$ cat src/rtl/srsw_pkg.sv
// ----------------------------------------------------------------------------
// srsw_pkg: shared types and constants for the selective-repeat sender
// Item types, control and status structs between controller and datapath,
// and the slot ring index helper.
// ----------------------------------------------------------------------------
`default_nettype none

package srsw_pkg;

  localparam int WINDOW_MAX    = 16;
  localparam int SLOT_BITS     = (WINDOW_MAX > 1) ? $clog2(WINDOW_MAX) : 1;
  localparam int CNT_BITS      = $clog2(WINDOW_MAX + 1);
  localparam int WS_BITS       = 5;
  localparam int TIME_BITS     = 32;
  localparam int BASE_BITS     = 17;
  localparam int FRAME_BITS    = 16;
  localparam int APB_ADDR_BITS = 3;
  localparam int APB_DATA_BITS = 32;
  localparam int REG_IDX_BITS  = APB_ADDR_BITS - 2;

  localparam logic [WS_BITS-1:0]   WS_RESET      = 5'd4;
  localparam logic [TIME_BITS-1:0] TIMEOUT_RESET = 32'd1000;

  typedef enum logic [1:0] {
    OP_START = 2'd0,
    OP_TICK  = 2'd1,
    OP_ACK   = 2'd2,
    OP_NAK   = 2'd3
  } op_t;

  typedef enum logic [REG_IDX_BITS-1:0] {
    REG_WINDOW_SIZE = 1'b0,
    REG_TIMEOUT     = 1'b1
  } reg_idx_t;

  typedef struct packed {
    logic [1:0]  operation;
    logic [15:0] frame_count;
    logic        final_buffer;
    logic [15:0] ack_seq;
    logic        ack_checksum_ok;
  } op_item_t;

  typedef struct packed {
    logic [15:0] send_seq;
    logic        end_of_transfer;
    logic        last_of_run;
    logic        buffer_done;
  } send_item_t;

  // controller -> datapath
  typedef struct packed {
    logic accept;
    logic slide;
    logic clr_idx;
    logic inc_idx;
    logic take;
    logic flush;
  } ctl_t;

  // datapath -> controller
  typedef struct packed {
    logic op_tick;
    logic head_acked;
    logic idx_lt_ws;
    logic scan_end;
    logic due;
    logic pend_valid;
    logic out_free;
  } sts_t;

  // physical slot of logical offset b from ring head a
  function automatic logic [SLOT_BITS-1:0] wrap_slot(input logic [SLOT_BITS-1:0] a,
                                                     input logic [CNT_BITS-1:0]  b);
    logic [CNT_BITS:0] sum;
    sum = (CNT_BITS+1)'(a) + (CNT_BITS+1)'(b);
    if (sum >= (CNT_BITS+1)'(WINDOW_MAX)) begin
      sum = sum - (CNT_BITS+1)'(WINDOW_MAX);
    end
    return sum[SLOT_BITS-1:0];
  endfunction

endpackage

`default_nettype wire

$ cat src/rtl/srsw_ram.sv
// ----------------------------------------------------------------------------
// srsw_ram: generic single-write, single-read RAM
// One write port and one read port with registered read data.
// ----------------------------------------------------------------------------
`default_nettype none

module srsw_ram #(
  parameter int WIDTH = 32,
  parameter int DEPTH = 16,
  localparam int ADDR_BITS = (DEPTH > 1) ? $clog2(DEPTH) : 1
) (
  input  wire logic                 clk,
  input  wire logic                 we,
  input  wire logic [ADDR_BITS-1:0] waddr,
  input  wire logic [WIDTH-1:0]     wdata,
  input  wire logic [ADDR_BITS-1:0] raddr,
  output logic      [WIDTH-1:0]     rdata
);

  logic [WIDTH-1:0] mem [DEPTH];

  always_ff @(posedge clk) begin
    if (we) begin
      mem[waddr] <= wdata;
    end
    rdata <= mem[raddr];
  end

endmodule

`default_nettype wire

$ cat src/rtl/srsw_regs.sv
// ----------------------------------------------------------------------------
// srsw_regs: configuration registers
// APB-style write/read of window size and resend timeout.
// ----------------------------------------------------------------------------
`default_nettype none

module srsw_regs (
  input  wire logic                                clk,
  input  wire logic                                rst,
  input  wire logic                                psel,
  input  wire logic                                penable,
  input  wire logic                                pwrite,
  input  wire logic [srsw_pkg::APB_ADDR_BITS-1:0]  paddr,
  input  wire logic [srsw_pkg::APB_DATA_BITS-1:0]  pwdata,
  output logic      [srsw_pkg::APB_DATA_BITS-1:0]  prdata,
  output logic                                     pready,
  output logic      [srsw_pkg::WS_BITS-1:0]        window_size,
  output logic      [srsw_pkg::TIME_BITS-1:0]      timeout_ticks
);

  import srsw_pkg::*;

  logic     wr;
  reg_idx_t reg_idx;

  assign pready  = 1'b1;
  assign wr      = psel && penable && pwrite;
  assign reg_idx = reg_idx_t'(paddr[APB_ADDR_BITS-1:2]);

  always_ff @(posedge clk) begin
    if (rst) begin
      window_size   <= WS_RESET;
      timeout_ticks <= TIMEOUT_RESET;
    end else if (wr) begin
      unique case (reg_idx)
        REG_WINDOW_SIZE: window_size   <= pwdata[WS_BITS-1:0];
        REG_TIMEOUT:     timeout_ticks <= pwdata[TIME_BITS-1:0];
        default: ;
      endcase
    end
  end

  always_comb begin
    unique case (reg_idx)
      REG_WINDOW_SIZE: prdata = APB_DATA_BITS'(window_size);
      REG_TIMEOUT:     prdata = APB_DATA_BITS'(timeout_ticks);
      default:         prdata = '0;
    endcase
  end

endmodule

`default_nettype wire

$ cat src/rtl/srsw_ctrl.sv
// ----------------------------------------------------------------------------
// srsw_ctrl: sequencer for the sender window
// Accepts requests, walks the slide and the send scan one slot per cycle, the scan holding while the send side stalls.
// ----------------------------------------------------------------------------
`default_nettype none

module srsw_ctrl (
  input  wire logic           clk,
  input  wire logic           rst,
  input  wire logic           op_valid,
  output logic                op_stall,
  input  wire srsw_pkg::sts_t sts,
  output srsw_pkg::ctl_t      ctl
);

  import srsw_pkg::*;

  typedef enum logic [3:0] {
    ST_IDLE  = 4'b0001,
    ST_SLIDE = 4'b0010,
    ST_EVAL  = 4'b0100,
    ST_FLUSH = 4'b1000
  } state_t;

  state_t state;
  state_t state_next;

  assign op_stall = (state != ST_IDLE);

  always_comb begin
    state_next = state;
    ctl        = '0;
    unique case (state)
      ST_IDLE: begin
        ctl.accept = op_valid;
        if (op_valid && sts.op_tick) begin
          ctl.clr_idx = 1'b1;
          state_next  = ST_SLIDE;
        end
      end
      ST_SLIDE: begin
        if (sts.idx_lt_ws && sts.head_acked) begin
          ctl.slide   = 1'b1;
          ctl.inc_idx = 1'b1;
        end else begin
          ctl.clr_idx = 1'b1;
          state_next  = ST_EVAL;
        end
      end
      ST_EVAL: begin
        if (sts.scan_end) begin
          state_next = ST_FLUSH;
        end else if (sts.due) begin
          // hold while the older request cannot move out
          if (!sts.pend_valid || sts.out_free) begin
            ctl.take    = 1'b1;
            ctl.inc_idx = 1'b1;
          end
        end else begin
          ctl.inc_idx = 1'b1;
        end
      end
      ST_FLUSH: begin
        if (!sts.pend_valid) begin
          state_next = ST_IDLE;
        end else if (sts.out_free) begin
          ctl.flush  = 1'b1;
          state_next = ST_IDLE;
        end
      end
      default: state_next = ST_IDLE;
    endcase
  end

  always_ff @(posedge clk) begin
    if (rst) begin
      state <= ST_IDLE;
    end else begin
      state <= state_next;
    end
  end

  a_slide_ends: assert property (@(posedge clk) disable iff (rst)
    (state == ST_SLIDE) && !sts.idx_lt_ws |=> state == ST_EVAL)
    else $error("slide ran past the window");

  a_take_room: assert property (@(posedge clk) disable iff (rst)
    ctl.take |-> (!sts.pend_valid || sts.out_free))
    else $error("request taken with no room to retire the pending one");

  a_flush_empty: assert property (@(posedge clk) disable iff (rst)
    (state == ST_FLUSH) && !sts.pend_valid |=> state == ST_IDLE)
    else $error("flush stuck with nothing pending");

endmodule

`default_nettype wire

$ cat src/rtl/srsw_dp.sv
// ----------------------------------------------------------------------------
// srsw_dp: window datapath
// Slot flags on a ring, send-time RAM, base and clock, pending and output
// request registers.
// ----------------------------------------------------------------------------
`default_nettype none

module srsw_dp (
  input  wire logic                             clk,
  input  wire logic                             rst,
  input  wire srsw_pkg::op_item_t               op_item,
  input  wire logic [srsw_pkg::WS_BITS-1:0]     window_size,
  input  wire logic [srsw_pkg::TIME_BITS-1:0]   timeout_ticks,
  input  wire srsw_pkg::ctl_t                   ctl,
  output srsw_pkg::sts_t                        sts,
  output logic                                  send_valid,
  input  wire logic                             send_stall,
  output srsw_pkg::send_item_t                  send_item
);

  import srsw_pkg::*;

  logic [BASE_BITS-1:0]  base;
  logic [FRAME_BITS-1:0] frames;
  logic                  final_flag;
  logic [TIME_BITS-1:0]  tick_clock;
  logic [SLOT_BITS-1:0]  head;
  logic [CNT_BITS-1:0]   idx;
  logic [CNT_BITS-1:0]   idx_next;
  logic [WINDOW_MAX-1:0] acked;
  logic [WINDOW_MAX-1:0] sent;
  logic [WINDOW_MAX-1:0] resend;
  logic                  pend_valid;
  send_item_t            pend_item;
  send_item_t            new_item;
  send_item_t            out_item;

  logic [CNT_BITS-1:0]   ws_live;
  logic [SLOT_BITS-1:0]  slot;
  logic [SLOT_BITS-1:0]  rd_slot;
  logic [BASE_BITS:0]    seq;
  logic [TIME_BITS-1:0]  sent_time;
  logic [TIME_BITS-1:0]  age;
  logic                  idx_lt_ws;
  logic                  out_free;
  logic                  load_out;

  logic                  op_start;
  logic                  op_tick;
  logic                  op_acknak;
  logic [BASE_BITS-1:0]  ack_off;
  logic [SLOT_BITS-1:0]  ack_slot;
  logic                  ack_hit;

  // window size 0 acts as 1, oversize clamps to the built depth
  always_comb begin
    if (window_size == '0) begin
      ws_live = CNT_BITS'(1);
    end else if (int'(window_size) > WINDOW_MAX) begin
      ws_live = CNT_BITS'(WINDOW_MAX);
    end else begin
      ws_live = CNT_BITS'(window_size);
    end
  end

  always_comb begin
    if (ctl.clr_idx) begin
      idx_next = '0;
    end else if (ctl.inc_idx) begin
      idx_next = idx + CNT_BITS'(1);
    end else begin
      idx_next = idx;
    end
  end

  assign slot      = wrap_slot(head, idx);
  assign rd_slot   = wrap_slot(head, idx_next);
  assign seq       = (BASE_BITS+1)'(base) + (BASE_BITS+1)'(idx);
  assign idx_lt_ws = idx < ws_live;
  assign age       = tick_clock - sent_time;
  assign out_free  = !send_valid || !send_stall;

  assign op_start  = (op_item.operation == OP_START);
  assign op_tick   = (op_item.operation == OP_TICK);
  assign op_acknak = (op_item.operation == OP_ACK) || (op_item.operation == OP_NAK);
  assign ack_off   = BASE_BITS'(op_item.ack_seq) - base;
  assign ack_slot  = wrap_slot(head, CNT_BITS'(ack_off));
  assign ack_hit   = op_acknak && op_item.ack_checksum_ok
                  && (BASE_BITS'(op_item.ack_seq) >= base)
                  && (op_item.ack_seq < frames)
                  && (ack_off < BASE_BITS'(ws_live))
                  && sent[ack_slot];

  always_comb begin
    sts            = '0;
    sts.op_tick    = op_tick;
    sts.head_acked = acked[head];
    sts.idx_lt_ws  = idx_lt_ws;
    sts.scan_end   = !idx_lt_ws || (seq >= (BASE_BITS+1)'(frames));
    // an acknowledged slot is never resent
    sts.due        = !sent[slot]
                  || (!acked[slot] && (resend[slot] || (age > timeout_ticks)));
    sts.pend_valid = pend_valid;
    sts.out_free   = out_free;
  end

  always_comb begin
    new_item                 = '0;
    new_item.send_seq        = seq[15:0];
    new_item.end_of_transfer = final_flag
                            && ((seq + (BASE_BITS+1)'(1)) == (BASE_BITS+1)'(frames));
    new_item.last_of_run     = 1'b0;
    new_item.buffer_done     = base >= BASE_BITS'(frames);
  end

  // flag the request that the flush moves out as the last of the tick
  always_comb begin
    out_item             = pend_item;
    out_item.last_of_run = ctl.flush;
  end

  assign load_out = (ctl.take || ctl.flush) && pend_valid;

  srsw_ram #(
    .WIDTH (TIME_BITS),
    .DEPTH (WINDOW_MAX)
  ) u_send_time (
    .clk   (clk),
    .we    (ctl.take),
    .waddr (slot),
    .wdata (tick_clock),
    .raddr (rd_slot),
    .rdata (sent_time)
  );

  always_ff @(posedge clk) begin
    if (rst) begin
      base       <= '0;
      frames     <= '0;
      final_flag <= 1'b0;
      tick_clock <= '0;
      head       <= '0;
      idx        <= '0;
      acked      <= '0;
      sent       <= '0;
      resend     <= '0;
      pend_valid <= 1'b0;
      send_valid <= 1'b0;
    end else begin
      idx <= idx_next;
      if (ctl.accept && op_start) begin
        frames     <= op_item.frame_count;
        final_flag <= op_item.final_buffer;
        base       <= '0;
        head       <= '0;
        acked      <= '0;
        sent       <= '0;
        resend     <= '0;
      end
      if (ctl.accept && op_tick) begin
        tick_clock <= tick_clock + TIME_BITS'(1);
      end
      if (ctl.accept && ack_hit) begin
        if (op_item.operation == OP_ACK) begin
          acked[ack_slot] <= 1'b1;
        end else begin
          resend[ack_slot] <= 1'b1;
        end
      end
      // advance by one slot; the freed slot becomes the new tail, cleared
      if (ctl.slide) begin
        acked[head]  <= 1'b0;
        sent[head]   <= 1'b0;
        resend[head] <= 1'b0;
        head         <= wrap_slot(head, CNT_BITS'(1));
        base         <= base + BASE_BITS'(1);
      end
      if (ctl.take) begin
        sent[slot]   <= 1'b1;
        resend[slot] <= 1'b0;
        pend_valid   <= 1'b1;
      end else if (ctl.flush) begin
        pend_valid <= 1'b0;
      end
      if (load_out) begin
        send_valid <= 1'b1;
      end else if (!send_stall) begin
        send_valid <= 1'b0;
      end
    end
  end

  always_ff @(posedge clk) begin
    if (ctl.take) begin
      pend_item <= new_item;
    end
    if (load_out) begin
      send_item <= out_item;
    end
  end

  a_slide_acked: assert property (@(posedge clk) disable iff (rst)
    ctl.slide |-> acked[head])
    else $error("slide over an unacknowledged slot");

  a_take_marks_sent: assert property (@(posedge clk) disable iff (rst)
    ctl.take |=> sent[$past(slot)] && !resend[$past(slot)])
    else $error("taken slot not marked sent");

  a_flush_last: assert property (@(posedge clk) disable iff (rst)
    ctl.flush && pend_valid |=> send_valid && send_item.last_of_run && !pend_valid)
    else $error("final request of a tick not flagged");

endmodule

`default_nettype wire

$ cat src/rtl/selective_repeat_sender_window.sv
// ----------------------------------------------------------------------------
// selective_repeat_sender_window: sender side of a selective-repeat window
// Start, tick, ack and nak requests in; send requests out, one per frame due.
// ----------------------------------------------------------------------------
// Start, ack and nak are applied as they are accepted and leave op_stall low.
// A tick slides the window past the acked slots at its head, then scans the
// live window for due slots, one slot per cycle through the slide and the scan;
// the scan holds on a due slot while the send side stalls.
// Send requests leave through a pending register and an output register.
// Synchronous reset clears the window, base, clock and flags; no clearing pass.
`default_nettype none

module selective_repeat_sender_window (
  input  wire logic                                clk,
  input  wire logic                                rst,
  input  wire logic                                op_valid,
  output logic                                     op_stall,
  input  wire srsw_pkg::op_item_t                  op_item,
  output logic                                     send_valid,
  input  wire logic                                send_stall,
  output srsw_pkg::send_item_t                     send_item,
  input  wire logic                                psel,
  input  wire logic                                penable,
  input  wire logic                                pwrite,
  input  wire logic [srsw_pkg::APB_ADDR_BITS-1:0]  paddr,
  input  wire logic [srsw_pkg::APB_DATA_BITS-1:0]  pwdata,
  output logic      [srsw_pkg::APB_DATA_BITS-1:0]  prdata,
  output logic                                     pready
);

  import srsw_pkg::*;

  logic [WS_BITS-1:0]   window_size;
  logic [TIME_BITS-1:0] timeout_ticks;
  ctl_t                 ctl;
  sts_t                 sts;

  srsw_regs u_regs (
    .clk           (clk),
    .rst           (rst),
    .psel          (psel),
    .penable       (penable),
    .pwrite        (pwrite),
    .paddr         (paddr),
    .pwdata        (pwdata),
    .prdata        (prdata),
    .pready        (pready),
    .window_size   (window_size),
    .timeout_ticks (timeout_ticks)
  );

  srsw_ctrl u_ctrl (
    .clk      (clk),
    .rst      (rst),
    .op_valid (op_valid),
    .op_stall (op_stall),
    .sts      (sts),
    .ctl      (ctl)
  );

  srsw_dp u_dp (
    .clk           (clk),
    .rst           (rst),
    .op_item       (op_item),
    .window_size   (window_size),
    .timeout_ticks (timeout_ticks),
    .ctl           (ctl),
    .sts           (sts),
    .send_valid    (send_valid),
    .send_stall    (send_stall),
    .send_item     (send_item)
  );

endmodule

`default_nettype wire

$ cat config.mk
export PLATFORM = sky130hd
export DESIGN_NAME = selective_repeat_sender_window
export DESIGN_NICKNAME = d
export VERILOG_FILES = /design/src/rtl/srsw_pkg.sv /design/src/rtl/srsw_ram.sv /design/src/rtl/srsw_regs.sv /design/src/rtl/srsw_ctrl.sv /design/src/rtl/srsw_dp.sv /design/src/rtl/selective_repeat_sender_window.sv
export SDC_FILE = /design/constraint.sdc
export NUM_CORES = 1
export LEC_CHECK = 0
export ABC_AREA = 1
export BUFFER_PORTS_ARGS = -buffer_cell sky130_fd_sc_hd__buf_2
export CORE_ASPECT_RATIO = 0.8
export CORE_MARGIN = 3
export CORE_UTILIZATION = 35
export CTS_CLUSTER_DIAMETER = 150
export DETAILED_ROUTE_END_ITERATION = 16
export GPL_ROUTABILITY_DRIVEN = 0
export GPL_TIMING_DRIVEN = 0
export PLACE_DENSITY_LB_ADDON = 0.25
export SLEW_MARGIN = 20
export SYNTH_ARGS = -nofsm -noshare
export SYNTH_HDL_FRONTEND = slang
export SYNTH_SLANG_ARGS = --single-unit
$ cat constraint.sdc
create_clock -name clk -period 13.3 [get_ports clk]
set_clock_uncertainty 0.2 [all_clocks]
set_input_delay 1.33 -clock clk [delete_from_list [all_inputs] [get_ports clk]]
set_output_delay 1.33 -clock clk [all_outputs]
set_load 0.01 [all_outputs]
After elaboration in Yosys (flattened, before gate mapping) --
Memories as Yosys holds them, arrays and structs flattened. A register that Yosys moved wholly into a read port is not among the register bits. Index checks and enable logic that the tools add are counted.
Word-level totals: register bits after elaboration 203, RAM bits 512, bits of input ports 78, output and inout bits 54, word-level logic and storage cells 192, memories kept 1
Memory list:
- u_dp.u_send_time.mem | words 16, bits a word 32, rd ports 1, clocked after memory_dff 1, wr ports 1, line srsw_ram.sv:20 | logic [WIDTH-1:0] mem [DEPTH];
Cells by class: $add $sub $neg 15, magnitude comparators 18, eq/ne operators 14, mux-type cells 75, bitwise gates (word level) 10, reductions and logical operators 38
Operators by type and width (number):
- 16-bit 2-to-1 mux | 19
- 16-bit bitwise AND | 4
- 32-bit case mux with 2 select lines | 1
- 16-bit bitwise OR | 3
- 4-bit 2-to-1 mux | 11
- 17-bit 2-to-1 mux | 2
- 32-bit by 1-bit adder with 32-bit output, second input constant | 1
- 32-bit > comparator | 1
- 16-bit inverter | 2
- 32-bit subtractor | 1
- 1-bit 2-to-1 mux | 25
- 1-bit binary-select mux with 4-bit select | 5
- 5-bit 2-to-1 mux | 4
- 17-bit by 5-bit adder with 18-bit output | 1
- 18-bit by 1-bit adder with 18-bit output, second input constant | 1
- 4-bit by 5-bit adder with 6-bit output | 3
- 18-bit by 16-bit == test with 1-bit output | 1
- 18-bit by 16-bit greater-or-equal comparator with 1-bit output | 1
- 6-bit by 5-bit greater-or-equal comparator with 1-bit output, second input constant | 3
- 1-bit logical AND | 18
- 17-bit by 1-bit adder with 17-bit output, second input constant | 1
- 16-bit by 17-bit greater-or-equal comparator with 1-bit output | 1
- 17-bit by 16-bit greater-or-equal comparator with 1-bit output | 1
- 17-bit by 5-bit < comparator with 1-bit output | 1
- other kinds (32) | 59

Longest topological paths before layout --
Gate-level depths: netlist of run 1.
word-level depth 17, mapped depth 44, gate-level depth less buffers 42

By module --
Synthesis of run 1 repeated with hierarchy kept, for this count alone.
Second synthesis, totals: cell total of the unflattened synthesis 4519, area, all modules 38729.6 µm²
Modules (own cells, without submodules):
- srsw_ram | instances 1, cells an instance 2120, area an instance 22744.3 µm², sequential area each 16015.4 µm²
- srsw_dp | instances 1, cells an instance 2045, area an instance 13830.8 µm², sequential area each 3613.5 µm²
- srsw_regs | instances 1, cells an instance 301, area an instance 1846.8 µm², sequential area each 740.7 µm²
- srsw_ctrl | instances 1, cells an instance 53, area an instance 307.8 µm², sequential area each 80.1 µm²

Least setup slack after synthesis of run 1 --
Ideal clock, no wire load.
path kind register to register, from register u_dp.tick_clock[0], to register u_dp.u_send_time.rdata[13] (read register of u_dp.u_send_time.mem), setup time 0.113 ns, arrival time 5.757 ns, required time 12.987 ns, slack 7.230 ns, stages on the path, launching flop included 38, path buffers 2, clock period less this slack 6.070 ns, cell sequence dfxtp_1 > inv_1 > ha_1 > inv_1 > nand3_1 > nand2_1 > nand2_1 > nand2_1 > a21oi_1 > o21ai_0 > a21oi_1 > o21ai_0 > nand4_1 > nand3_1 > xor2_1 > ha_1 > nand2_1 > nor3_1 > [... 2 more ...] > nand2_1 > nand2_1 > nand2_1 > nand2_1 > nand2_2 > nand3_4 > nand2_4 > inv_1 > or2_1 > o211ai_1 > inv_1 > fa_1 > xnor2_1 > clkbuf_1 > clkdlybuf4s50_2 > o21ai_0 > nand3_2 > nand2_1
Between the ends: word-level cells in the longest chain between the ends 13, elaborated cells on any way between the ends 14, those cells by class add/sub (3); order compare (2); mux (6); reduce/logical (3)
Ends and longest elaborated chain:
- start, declared | line srsw_dp.sv:26 | logic [TIME_BITS-1:0] tick_clock;
- start signal, assigned | line srsw_dp.sv:161 | tick_clock <= tick_clock + TIME_BITS'(1);
- 32-bit subtractor * | line srsw_dp.sv:80 | assign age = tick_clock - sent_time;
- 32-bit > comparator * | line srsw_dp.sv:102 | || (!acked[slot] && (resend[slot] || (age > timeout_ticks)));
- 1-bit logical OR * | line srsw_dp.sv:102
- 1-bit logical AND * | line srsw_dp.sv:102
- 1-bit logical OR * | line srsw_dp.sv:102
- 1-bit 2-to-1 mux * | line srsw_ctrl.sv:53 | end else if (sts.due) begin
- 2-bit 2-to-1 mux * | line srsw_ctrl.sv:51 | if (sts.scan_end) begin
- 1-bit case mux with 2 select lines * | line srsw_ctrl.sv:33 | unique case (state)
- 5-bit 2-to-1 mux * | line srsw_dp.sv:69 | end else if (ctl.inc_idx) begin
- 5-bit 2-to-1 mux * | line srsw_dp.sv:67 | if (ctl.clr_idx) begin
- named net u_dp.idx_next[1] | line srsw_dp.sv:29 | logic [CNT_BITS-1:0] idx_next;
- 4-bit by 5-bit adder with 6-bit output * | line srsw_pkg.sv:76 | sum = (CNT_BITS+1)'(a) + (CNT_BITS+1)'(b);
- 6-bit by 5-bit greater-or-equal comparator with 1-bit output or 4-bit by 1-bit subtractor with 4-bit output (tied branches) | line srsw_pkg.sv:77, srsw_pkg.sv:78
- 4-bit 2-to-1 mux * | line srsw_pkg.sv:77 | if (sum >= (CNT_BITS+1)'(WINDOW_MAX)) begin
- end, declared | line srsw_ram.sv:17 | output logic [WIDTH-1:0] rdata
Mark *: on every way through the listed nets, which the timed path passes. The rest lies on a longest branch. A chain may end at the register's enable or synchronous reset.

Final worst setup path of run 1 --
from register u_dp.tick_clock[0], to register u_dp.u_send_time.rdata[26] (read register of u_dp.u_send_time.mem)
Same word-level chain as after synthesis.

==> out/results.txt, run 1 <==
Async SR Flop Fraction: 0%
Buf+Inv Stages, Crit Path: 5
Die ar.: 109000 µm²
post-route ant nets: 0
Worst R2R Setup Slack: 3.44 ns
core region area: 103000 µm²
DRT Wirelength: 121000 µm
H-tree lvl count: 3
final worst-path cycle share: 74.2%
yosys synthesis warning count: 0
CTS buffer count: 80
CP Data Required Time: 13.66 ns
PwrDens: 142 nW/µm²
critical path fanouts, max: 18
area grow syn2layout: 15.1%
clock slew at reported path FFs: 0.06 ns
largest cells by area after synthesis: edfxtp_1, dfxtp_1, nand2_1
hpwl dp: 89600 µm
area occupied by multi-input gates: 14200 µm²
Starting Density: 35.6%
Yosys reg bits: 747
Vias: 29200
dpl cell area: 39600 µm²
Reg2Reg Depth: 38
Top cell by count, worst path: nand2_1
# IOs: 132
VDD IR-drop max: 0.112 mV
postcts setup bufs: 0
Final Net Count: 4279
worst min path class: flop to flop
setup TNS: 0 ns
final worst path period need: 9.86 ns
Crit path depth: 38
Wirelength per Cell: 22.0 µm
TritonRoute pass-1 iters: 8
DRC Markers: 0
Max Slew Vio Count: 0
Pleak: 17.0 nW
Synth top area share: 44.8%
FF+latch area: 20400 µm²
worst r2r src: u_dp.tick_clock[0]
fmax: 101 MHz
DR iter-0 viols: 3275
clock sinks: 747
cell total after placement: 5348
final setup fails: 0
Design Area, Final: 42300 µm²
die height: 296 µm
layout cell share with drive strength beyond 1: 10.1%
Worst Path Arrival: 10.22 ns
Post-synth EDFFs: 549
crit-path max cell delay: 0.90 ns
antenna violations before repair: 8
vias in the first global route: 26600
Synth Net Count: 4053
Mapped Cells: 3813
CP Capture Point: u_dp.u_send_time.rdata[26]
synth unique cells: 70
CTS Buffer Depth: 3
# fillers: 10200
Worst-Skew Late Latency: 0.66 ns
Synth Flop Type: edfxtp_1
met3 routed WL: 13700 µm
total global-route track usage: 21.6%
syn avg cell area: 9.65 µm²
outcome: complete, no violations
RSZ-0062 raised after global routing: no
row cnt: 105
die width: 369 µm
Resized Gates After CTS: 0
WS Path Type: flop to flop
CTS Root Cell: clkbuf_16
CP startpoint: u_dp.tick_clock[0]
WL met2: 47800 µm
Vias/cell: 5.32
Max Used Layer: met4
commonest non-fill, non-tap cells in the layout: nand2_1, edfxtp_1, inv_1
Met1 Wirelength: 56700 µm
CP Capture Type: flop
hold-fix buffers at CTS: 0
delay-heaviest family, CP: compound AO/OA/AOI/OAI gates
largest net degree at the start of global routing: 27
Slew headroom: 20.3%
Cell Area, Synth: 36800 µm²
CP Launch Type: flop
Finished Layout Cells: 5500
WHS: 0.215 ns
Final Hold Viols: 0
slew at the pin closest to its max-slew limit: 1.19 ns
cell taking the most area after synthesis: edfxtp_1
max-capacitance violation count: 0
FF-to-FF End: u_dp.u_send_time.rdata[26]
first-pass GRT wire length: 175000 µm
slowest CP cell: dfxtp_1
share of the yosys chip area belonging to registers: 55.6%
most common cell after layout, fill and taps aside: nand2_1
IO buf count: 128
Remaining Overflow, GRT: 0
CTS tree: yes
==> cells in the mapped netlist (all sizes together), types with 4 or more instances <==
cell / number
inv: 372
o31ai: 13
nor3: 41
nand2: 785
a31oi: 9
nor3b: 6
o221ai: 5
nand3b: 6
a21o: 10
xnor2: 17
nand3: 195
o211ai: 10
clkbuf: 128
a211oi: 7
fa: 6
a22oi: 5
o21a: 8
a21boi: 5
o21ai: 308
dfxtp: 198
or2: 5
o21bai: 6
xor2: 64
a221oi: 4
nor4: 14
edfxtp: 549
nor2: 362
a21oi: 279
o22ai: 87
buf: 31
ha: 156
a32o: 64
nand4: 40
==> final cells by class <==
type | instances | share of cell area [%]
plain buffers | 162 | 1.92
clock buffers | 111 | 5.34
repair buffers | 144 | 2.34
flip-flops and latches | 747 | 48.3
clock inverters | 37 | 1.06
well taps | 1391 | 4.11
diodes | 4 | 0.0236
multi-input cells | 2530 | 33.6
inverters | 374 | 3.32
==> where the power goes <==
| group | total [W] | switching, W | leakage, nW | internal, W |
|---|---|---|---|---|
| registers | 0.00258 | 0.0000418 | 7.22 | 0.00254 |
| clock network | 0.00231 | 0.000986 | 1.31 | 0.00132 |
| logic | 0.00112 | 0.000773 | 8.45 | 0.000351 |
==> registers in the layout (all words and copies together), names as in the netlist, 4 cells and up <==
signal                  flops
u_dp.u_send_time.mem      512
u_dp.tick_clock            32
u_dp.u_send_time.rdata     32
u_regs.timeout_ticks       32
u_dp.send_item             19
u_dp.out_item              18
u_dp.base                  17
u_dp.acked                 16
u_dp.frames                16
u_dp.resend                16
u_dp.sent                  16
u_dp.idx                    5
u_regs.window_size          5
u_ctrl.state                4
u_dp.head                   4
==> worst min-delay path by stage <==
stage                           start                 end  slack (ns)  depth (start not counted)
finish               u_dp.out_item[7]   u_dp.send_item[7]        0.21                          0
floorplan            u_dp.out_item[0]   u_dp.send_item[0]        0.20                          0
CTS                 u_dp.out_item[17]  u_dp.send_item[17]        0.22                          0
global route        u_dp.out_item[11]  u_dp.send_item[11]        0.22                          0
detailed placement  u_dp.out_item[17]  u_dp.send_item[17]        0.20                          0
global placement    u_dp.out_item[18]  u_dp.send_item[18]        0.21                          0
==> logic make-up (layout without fill, tap and decap cells) <==
family,Yosys count,in the layout,synth area share [%]
compound gates,828,828,13.2
xor+xnor,81,81,2.16
fa+ha+maj,162,162,5.63
buf+inv,536,828,6.03
flops,747,747,55.6
other cells,1,5,0.0102
simple gates,1458,1458,17.4
==> through the flow <==
step	worst slack, ns	total power, W	util [%]
floorplan	7.23	0.00332	-
global placement	3.91	0.00372	37.9
detailed placement	3.82	0.00373	38.3
CTS	3.78	0.00602	40.9
global route	2.88	0.00626	40.9
finish	3.44	0.00601	41.0
==> layer usage <==
metal / up-vias / track usage (%)
met2: 1349 / 29.4
li1: 13700 / -
met5: - / 0
met4: 0 / 5.45
met1: 14000 / 33.2
met3: 163 / 5.98
Power figures use the tool's default switching activity.
==> run 2: changes to the inputs <==
- ABC_AREA: 1 -> 0
- clock period: 13.3 -> 9.4 ns (I/O delays scaled with it)
==> run 2 against run 1 <==
Against the previous run: core utilization increased by 0.56 points; final area decreased by 2.7%; final cell count decreased by 22%; largest power group unchanged.
==> out/results.txt, run 2 <==
busiest layer in global routing: met1
IO buf count: 126
CTS Buffer Depth: 3
vias in the first global route: 23400
setup TNS: 0 ns
# IOs: 132
critical path fanouts, max: 20
slowest CP cell: a221oi_1
Post-synth EDFFs: 549
Pleak: 14.5 nW
cell taking the most area after synthesis: edfxtp_1
cell total after placement: 4121
Async SR Flop Fraction: 0%
hold_sp: u_dp.out_item[7]
DRT Wirelength: 103000 µm
most flop-heavy register: u_dp.u_send_time.mem
WS Path Type: flop to flop
yosys synthesis warning count: 0
worst r2r src: u_dp.tick_clock[0]
Finished Layout Cells: 4268
Worst Path Arrival: 9.33 ns
worst min path class: flop to flop
hold path endpoint: u_dp.send_item[7]
most common cell after layout, fill and taps aside: edfxtp_1
die width: 361 µm
hpwl dp: 75300 µm
Vias/cell: 5.58
Max Slew Vio Count: 0
Synth Net Count: 2889
# fillers: 9111
DRC Markers: 0
Vias: 23800
CTS tree: yes
first-pass GRT wire length: 152000 µm
most frequent cell after synthesis: edfxtp_1
outcome: complete, no violations
Pwr Total: 0.00691 W
Yosys reg bits: 747
Reg2Reg Depth: 31
Wirelength per Cell: 24.1 µm
n_diodes: 0
synth unique cells: 81
met1 Usage GRT: 29.6%
CTS Root Cell: clkbuf_16
largest cells by area after synthesis: edfxtp_1, dfxtp_1, mux4_2
VDD IR-drop max: 0.151 mV
max-capacitance violation count: 0
crit-path max cell delay: 0.69 ns
final worst path period need: 9.04 ns
area grow syn2layout: 17.0%
PwrDens: 168 nW/µm²
Cell Area, Synth: 35200 µm²
met3 GRT Util: 3.90%
core region area: 99200 µm²
hold path cells: 0
WHS: 0.214 ns
Synth Flop Type: edfxtp_1
H-tree lvl count: 3
total global-route track usage: 19.4%
Final Net Count: 3132
CP Data Required Time: 9.69 ns
DR iter-0 viols: 2778
clock slew at reported path FFs: 0.06 ns
CP Launch Type: flop
share of the yosys chip area belonging to registers: 58.1%
Slew headroom: 22.2%
CP Capture Type: flop
FF-to-FF End: u_dp.u_send_time.rdata[29]
Worst-Skew Late Latency: 0.64 ns
die height: 290 µm
Die ar.: 104000 µm²
fmax: 111 MHz
Final Hold Viols: 0
met2 Usage GRT: 28.2%
syn avg cell area: 13.3 µm²
Largest register FFs: 512
final setup fails: 0
dpl cell area: 38400 µm²
commonest non-fill, non-tap cells in the layout: edfxtp_1, nand2_1, dfxtp_1
largest net degree at the start of global routing: 23
Mapped Cells: 2649
clock sinks: 747
Starting Density: 35.5%
Worst R2R Setup Slack: 0.36 ns
CTS buffer count: 79
Remaining Overflow, GRT: 0
Top cell by count, worst path: a21oi_1
slew at the pin closest to its max-slew limit: 1.16 ns
antenna violations before repair: 3
Synth top area share: 46.8%
post-route ant nets: 0
Synth top cells by count: edfxtp_1, nand2_1, dfxtp_1, ha_1, a21oi_1
row cnt: 103
Design Area, Final: 41200 µm²
final worst-path cycle share: 96.2%
TritonRoute pass-1 iters: 7
layout cell share with drive strength beyond 1: 17.7%
## run 2: changes by cell type after synthesis, sizes merged, moves of 66 or more
cell / change
nor2: -211
mux2i: +116
xnor2: +66
mux4: +146
o22ai: -83
nand3: -130
a21oi: -125
inv: -237
o21ai: -227
nand2: -582
## run 2: worst max-delay path: cells and delay by family (launching register included)
kind / cells / cell delay [ns]
xor gates and xnor gates: 2 / 0.34
muxes: 3 / 0.73
buffers and inverters: 5 / 0.88
DFF: 1 / 0.43
and+or+nand+nor: 2 / 0.32
adders and majority gates: 5 / 1.60
AOI/OAI and AO/OA: 14 / 4.36
## run 2: routing by layer
metal  vias up  part of all wire (%)
met4         0                   2.3
met5         -                     0
met1     12000                    47
met2       999                    42
li1      10600                     -
met3       177                   8.4
## run 2: worst max-delay path by stage
stage | from | to | slack (ns) | cells past startpoint
floorplan | u_dp.tick_clock[0] | u_dp.u_send_time.mem[0][0] | 1.29 | 23
global placement | u_dp.tick_clock[0] | u_dp.u_send_time.mem[3][17] | -3.53 | 22
detailed placement | u_dp.tick_clock[0] | u_dp.u_send_time.rdata[25] | -1.16 | 30
CTS | u_dp.tick_clock[0] | u_dp.u_send_time.rdata[4] | 0.05 | 31
global route | u_dp.tick_clock[0] | u_dp.u_send_time.rdata[24] | -0.02 | 30
finish | u_dp.tick_clock[0] | u_dp.u_send_time.rdata[29] | 0.36 | 31
## run 2: cell families after synthesis
group	Yosys count	share of synthesized area [%]
buffers and inverters	249	2.75
other	1	0.0106
adders and majority gates	162	5.88
AOI/OAI and AO/OA	434	7.96
DFF	747	58.1
muxes	273	13.0
xor gates and xnor gates	112	2.88
and+or+nand+nor	671	9.46
## run 2: report_power, final
group          internal [W]  total (W)  switching (W)
clock network       0.00186    0.00318        0.00132
logic             0.0000766   0.000221       0.000145
registers           0.00350    0.00351     0.00000853
total               0.00543    0.00691        0.00147
## run 2: area by class of cell
class	instances	area [µm²]	area share (%)
plain buffers	113	552	1.34
clock buffers	106	2220	5.39
clock inverters	39	403	0.978
inverters	136	510	1.24
multi-input cells	1653	14000	34.0
flip-flops and latches	747	20500	49.6
well taps	1312	1640	3.98
repair buffers	162	1420	3.44
## run 2: metrics by stage
step	util [%]	setup WS, ns
floorplan	-	1.29
global placement	37.8	-3.53
detailed placement	38.7	-1.16
CTS	41.5	0.0454
global route	41.5	-0.0184
finish	41.5	0.360
## run 2: timing repair
action,in CTS,in global routing
buffers inserted,2,0
endpoints found under the setup margin,32,32
pin swaps,2,0
hold buffers,0,0
resized for setup,68,19
